<file path="src/iac_pkg.sv">
// Shared constants, types and the coefficient slot decoder for the IMU affine calibration block.
// No dependencies; imported by every other file of the block.
`timescale 1ns / 1ps

package iac_pkg;

   localparam int FRAC_BITS          = 16;
   localparam int NUM_LANES          = 3;
   localparam int WORDS_PER_SENSOR   = 12;
   localparam int WORD_IDX_WIDTH     = 4;
   localparam int SLOT_WIDTH         = 6;
   localparam int SCALE_WIDTH        = 24;
   localparam int CSR_IDX_WIDTH      = 1;

   localparam int DEF_SAMPLE_WIDTH   = 16;
   localparam int DEF_COEF_WIDTH     = 32;
   localparam int DEF_OUT_WIDTH      = 24;

   localparam logic [SCALE_WIDTH-1:0]   SCALE_RESET      = SCALE_WIDTH'(65536);

   localparam logic [CSR_IDX_WIDTH-1:0] CSR_MAG_SCALE    = 1'b0;
   localparam logic [CSR_IDX_WIDTH-1:0] CSR_MAG_SCALE_EN = 1'b1;

   localparam logic CMD_SAMPLE = 1'b0;
   localparam logic CMD_WRITE  = 1'b1;

   typedef struct packed {
      logic en1;   // product registers
      logic en2;   // rounded lane results
      logic en3;   // scale products
      logic en4;   // output register
   } iac_stage_en_type;

   typedef struct packed {
      logic                      en;
      logic [WORD_IDX_WIDTH-1:0] word;
   } iac_wr_type;

   typedef struct packed {
      logic                      valid;
      logic [1:0]                lane;
      logic [WORD_IDX_WIDTH-1:0] word;
   } iac_slot_type;

   // slot = sensor*12 + word; anything from 36 up is dropped
   function automatic iac_slot_type decode_slot(input logic [SLOT_WIDTH-1:0] slot);
      iac_slot_type d;
      d.valid = 1'b1;
      d.lane  = 2'd0;
      d.word  = slot[WORD_IDX_WIDTH-1:0];
      if (slot < SLOT_WIDTH'(WORDS_PER_SENSOR)) begin
         d.lane = 2'd0;
         d.word = slot[WORD_IDX_WIDTH-1:0];
      end else if (slot < SLOT_WIDTH'(2 * WORDS_PER_SENSOR)) begin
         d.lane = 2'd1;
         d.word = WORD_IDX_WIDTH'(slot - SLOT_WIDTH'(WORDS_PER_SENSOR));
      end else if (slot < SLOT_WIDTH'(3 * WORDS_PER_SENSOR)) begin
         d.lane = 2'd2;
         d.word = WORD_IDX_WIDTH'(slot - SLOT_WIDTH'(2 * WORDS_PER_SENSOR));
      end else begin
         d.valid = 1'b0;
      end
      return d;
   endfunction

endpackage

</file>
<file path="src/iac_merge.sv">
// Merging stage: gathers the three lane results, applies the optional magnetometer scale,
// and holds the output register. Depends on iac_pkg.
`timescale 1ns / 1ps

module iac_merge #(
   parameter int OUT_WIDTH = iac_pkg::DEF_OUT_WIDTH
) (
   input  logic                                        clock,
   input  iac_pkg::iac_stage_en_type                   stage_en,
   input  logic [2:0][2:0][OUT_WIDTH-1:0]              lane_res,
   input  logic [iac_pkg::SCALE_WIDTH-1:0]             mag_scale,
   input  logic                                        mag_scale_enable,
   output logic [2:0][2:0][OUT_WIDTH-1:0]              merged
);
   import iac_pkg::*;

   localparam int MAG_LANE = 2;
   localparam int PW       = OUT_WIDTH + SCALE_WIDTH + 1;
   localparam int RND_W    = PW - FRAC_BITS;
   localparam logic [PW-1:0]        HALF    = PW'(64'd1 << (FRAC_BITS - 1));
   localparam logic [OUT_WIDTH-1:0] OUT_MAX = {1'b0, {(OUT_WIDTH-1){1'b1}}};
   localparam logic [OUT_WIDTH-1:0] OUT_MIN = {1'b1, {(OUT_WIDTH-1){1'b0}}};

   logic [2:0][2:0][OUT_WIDTH-1:0] pass_ff;
   logic signed [PW-1:0]           mprod_ff [3];
   logic signed [PW-1:0]           mprod_in [3];
   logic signed [PW-1:0]           biased [3];
   logic [RND_W-1:0]               rnd [3];
   logic [RND_W-OUT_WIDTH:0]       upper [3];
   logic [2:0][OUT_WIDTH-1:0]      scaled;
   logic [2:0][2:0][OUT_WIDTH-1:0] merged_ff;

   always_comb begin
      for (int k = 0; k < 3; k++) begin
         mprod_in[k] = $signed(lane_res[MAG_LANE][k]) * $signed({1'b0, mag_scale});
      end
   end

   always_ff @(posedge clock) begin
      if (stage_en.en3) begin
         pass_ff  <= lane_res;
         mprod_ff <= mprod_in;
      end
   end

   always_comb begin
      for (int k = 0; k < 3; k++) begin
         biased[k] = mprod_ff[k] + $signed(HALF);
         rnd[k]    = biased[k][PW-1:FRAC_BITS];
         upper[k]  = rnd[k][RND_W-1:OUT_WIDTH-1];
         if ((&upper[k]) || !(|upper[k])) begin
            scaled[k] = rnd[k][OUT_WIDTH-1:0];
         end else begin
            scaled[k] = rnd[k][RND_W-1] ? OUT_MIN : OUT_MAX;
         end
      end
   end

   always_ff @(posedge clock) begin
      if (stage_en.en4) begin
         merged_ff[0] <= pass_ff[0];
         merged_ff[1] <= pass_ff[1];
         merged_ff[MAG_LANE] <= mag_scale_enable ? scaled : pass_ff[MAG_LANE];
      end
   end

   assign merged = merged_ff;

endmodule

</file>
<file path="config.mk">
export PLATFORM = sky130hd
export DESIGN_NAME = iac_merge
export DESIGN_NICKNAME = d
export VERILOG_FILES = /design/src/iac_pkg.sv /design/src/iac_merge.sv
export SDC_FILE = /design/constraint.sdc
export NUM_CORES = 2
export LEC_CHECK = 0
export BUFFER_PORTS_ARGS = -buffer_cell sky130_fd_sc_hd__buf_2
export CAP_MARGIN = 20
export CORE_UTILIZATION = 25
export CTS_CLUSTER_SIZE = 28
export DETAILED_ROUTE_END_ITERATION = 16
export PLACE_DENSITY_LB_ADDON = 0.3
export RECOVER_POWER = 50
export SYNTH_ARGS = -nofsm -noshare
export SYNTH_HDL_FRONTEND = slang
export SYNTH_SLANG_ARGS = --single-unit
</file>
<file path="constraint.sdc">
create_clock -name clock -period 8.22 [get_ports clock]
set_input_delay 1.644 -clock clock [delete_from_list [all_inputs] [get_ports clock]]
set_output_delay 1.644 -clock clock [all_outputs]
set_load 0.01 [all_outputs]
</file>
== Word level (Yosys, flattened, before mapping) ==
Cells that the tools add are included.

* Input bits: 246
* Register bits after elaboration: 579
* Output and inout bits: 216
* Logic and storage cells: 46

* Reductions and logical operators: 12
* Add/sub/neg operators: 3
* Mux-type cells: 7
* Multiply operators: 3

{| class="wikitable"
|+ Operator list
! operator !! count
|-
| 49-bit by 17-bit adder with 49-bit output (second input constant) || 3
|-
| 24-bit by 25-bit multiplier with 49-bit output || 3
|-
| 24-bit 2-to-1 mux || 6
|-
| 72-bit 2-to-1 mux || 1
|-
| 10-bit AND reduction || 3
|-
| 10-bit OR reduction || 3
|-
| 1-bit logical NOT || 3
|-
| 1-bit logical OR || 3
|}

== Depth between registers and ports, before layout ==
* Depth after elaboration: 6
* Gate-level depth with buffers: 28
* Depth with buffers taken out: 26

== Least setup slack after synthesis ==
No wires, ideal clock.

* Kind: input to register
* Start point: input mag_scale[13] (netlist name)
* End point: register mprod_ff[46] (netlist name) (data pin)
* Library setup time: 283 ps
* Required time: 7937 ps
* Path buffers: 2
* Cell stages on the path: 26
* Setup slack: -202 ps
* Arrival time: 8139 ps
* Cells stage by stage: clkbuf_1 > clkbuf_1 > nand2_1 > fa_1 > fa_1 > fa_1 > inv_1 > fa_1 > inv_1 > fa_1 > inv_1 > fa_1 > inv_1 > fa_1 > inv_1 > ha_1 > a21oi_1 > o21ai_0 > o221ai_1 > a21oi_2 > a31oi_2 > o31ai_4 > a21oi_2 > o31ai_2 > o31a_1 > o311ai_0

{| class="wikitable"
|+ RTL lines
! item !! RTL line !! text
|-
| start: declaration || iac_merge.sv:11 || <nowiki>input logic [iac_pkg::SCALE_WIDTH-1:0] mag_scale,</nowiki>
|-
| end signal: assignment || iac_merge.sv:42 || <nowiki>mprod_ff <= mprod_in;</nowiki>
|-
| end: declaration || iac_merge.sv:25 || <nowiki>logic signed [PW-1:0] mprod_ff [3];</nowiki>
|}

==> metrics.md <==
| Metric | Value |
|---|---|
| Fillcell total | around 31000 |
| Place WS | -0.804 ns |
| Dpl hpwl | ~190000 µm |
| Setup ws final | ~0.2 ns |
| Height of the chip | approximately 550 µm |
| Area Overhead vs Synth | 18.2% |
| Post-synthesis cell count | approximately 7300 |
| Arrival time worst endpoint | 8.43 ns |
| Layout cells sized above 1 | 14.9% |
| PortBufs | 459 |
| Largest net degree at the start of global routing | between 100 and 150 |
| Final antenna-violating net count | 0 |
| Max_cap viols | 3 |
| Root Driver | clkbuf_16 |
| Post-Syn Area | between 70000 and 80000 µm² |
| FF+latch count, synth | ~530 |
| Hold_ws | around 0.39 ns |
| Final hold violations | 0 |
| First-pass GRT wire length | approximately 340000 µm |
| Fmax | 0.125 GHz |
| Worst rel slew slack | -301% |
| Yosys warning total | 0 |
| Required time of the critical path | 8.62 ns |
| Cell variety after synth | between 80 and 90 |
| Critical setup path kind | input pin to flop |
| Least-Margin Pin Slew | ~6.0 ns |
| Final cell count without fillers | roughly 12000 |
| Gr usage total | roughly 15% |
| Mean post-synth cell area | about 10 µm² |
| TritonCTS Sinks | 534 |
| Max Slew Vio Count | 303 |
| Final worst-path cycle share | approximately 100% |
| Post-Syn Nets | between 9000 and 10000 |
| Grt ovf | 0 |
| IO Count | approximately 460 |
| Cts hold-fix bufs | 0 |
| Initial antenna violation count | ~40 |
| Initial Util | about a quarter |
| Fin util | about 30% |
| RePlAce Congestion | 0.853 |
| Die width | approximately 550 µm |
| Vias in the first global route | about 57000 |
| Clk slew on worst S/H paths | ~0.06 ns |
| Area leader, netlist | fa_1 |
| Worst R2R Setup Slack | a little under 4 ns |
| Count leader, synth | inv_1 |
| CTS Buf Count | 66 |
| Inst Count DP | 11900 |
| Drt drc | 0 |
| Wirelength, routed | ~220000 µm |
| Status | finished with violations |
| Crit path capture type | flop |
| Initial DRT Pass Iterations | 5 |
| Post-synthesis sequential area ratio | a little over a fifth |
| Core box area | between 200000 and 300000 µm² |
| Post-synth EDFFs | between 500 and 600 |
| Most used DFF post-synth | edfxtp_1 |
| Die ar. | 302000 µm² |
| Failing checks | capacitance limit, slew limit |
| H-tree Lvls | 3 |
| Nets | 10400 |
| Final min period | ~8.0 ns |
| Via count | ~52000 |
| Final setup violation count | 0 |
| Drt via density | between 4 and 5 |
| Number of DRC markers in iteration 0 | about 2600 |
| Top post-synthesis cells by area | fa_1 39%, edfxtp_1 21%, ha_1 10% |
| Asr flop ratio synth | 0% |
| CTS tree | yes |
| Clock buffer depth | 3 |
| Max FO, Critical Path | 13 |
| Worst Skew | about 0.032 ns |
| Worst skew pair latency | 0.67 ns |
| WL/cell | approximately 18 µm |
| Synth top area share | around two fifths |
| Commonest cells post-synth | 1631 x inv_1, 1443 x fa_1, 906 x nand2_1 |
| Worst Hold Class | flop to flop |
| Crit path launch type | input pin |
| Site row count | 200 |
==> kinds of logic after synthesis <==
logic type	after synthesis	synth area share, %
and+or+nand+nor	2103	14.3
adders and majority gates	2040	48.5
buffers and inverters	1992	10.0
DFF	534	21.4
AOI/OAI and AO/OA	406	3.43
xor gates and xnor gates	179	2.09
muxes	21	0.312
==> sequential cells by signal, indices dropped and copies added, names as in the netlist <==
name,count
mprod_ff,102
pass_ff,216
merged,216
==> cell usage in the layout, fill, tap and decap left out, types with 46 or more instances in the layout <==
cell type,count
inv_1,1631
fa_1,1439
nand2_1,906
and2_1,827
ha_1,592
buf_4,543
edfxtp_1,534
buf_2,424
a21oi_1,130
xnor2_1,101
nor2_1,89
xor2_1,78
clkbuf_16,68
o21ai_0,62
a21o_1,59
clkbuf_1,57
buf_12,57
nand2b_1,50
nor2b_1,46
==> stage by stage <==
stage / setup TNS [ns] / cell area (µm²)
after global routing: -0.0233 / 88600
final: 0 / 88600
after detailed placement: -30.62 / 86200
after CTS: 0 / 88500
after global placement: -30.88 / 86200
after floorplan: -0.00252 / 75100
==> per-layer routing <==
layer / up-vias / routed length [µm] / track usage (%)
met2: 1279 / 110000 / 26.5
met3: 271 / 10700 / 2.05
li1: 23500 / - / -
met5: - / 48 / 0
met1: 26700 / 93800 / 18.5
met4: 8 / 6590 / 4.21
==> worst paths after layout <==
path / end / startpoint / depth (start not counted)
worst min-delay path: merged[134] / pass_ff[134] / 0
worst min register to register: merged[134] / pass_ff[134] / 0
worst max register to register: merged[206] / mprod_ff[22] / 8
worst max-delay path: mprod_ff[97] / mag_scale[15] / 27
==> worst max-delay path: stages <==
cell	delay [ns]
buf_2	0.12
buf_12	0.14
buf_4	0.19
buf_12	0.16
and2_1	0.16
fa_1	0.50
inv_1	0.06
fa_1	0.52
fa_1	0.47
fa_1	0.57
inv_1	0.06
fa_1	0.44
fa_1	0.52
inv_1	0.05
fa_1	0.47
inv_1	0.04
ha_1	0.31
a21o_1	0.19
a21o_1	0.18
a21oi_1	0.17
o21ai_2	0.13
o31ai_4	0.31
o211ai_1	0.15
and3_1	0.21
a21o_1	0.21
a221oi_2	0.28
xnor2_1	0.10
==> cell type report <==
type                    count  area, µm²  area share, %
multi-input cells        4749      51600           58.3
repair buffers           1083       7660           8.64
well taps                3939       4930           5.56
inverters                1632       6130           6.91
clock buffers              81       1750           1.97
diodes                     21       52.6         0.0593
clock inverters            37        443          0.500
flip-flops and latches    534      16000           18.1
==> timing repair <==
item,CTS,global route
endpoints found under the setup margin,4,39
pin swaps,1,37
buffers inserted,1,5
gates resized for setup,9,59
Power is not shown: default switching activity piles up to over one toggle a cycle in this logic, so the estimate is an artifact.
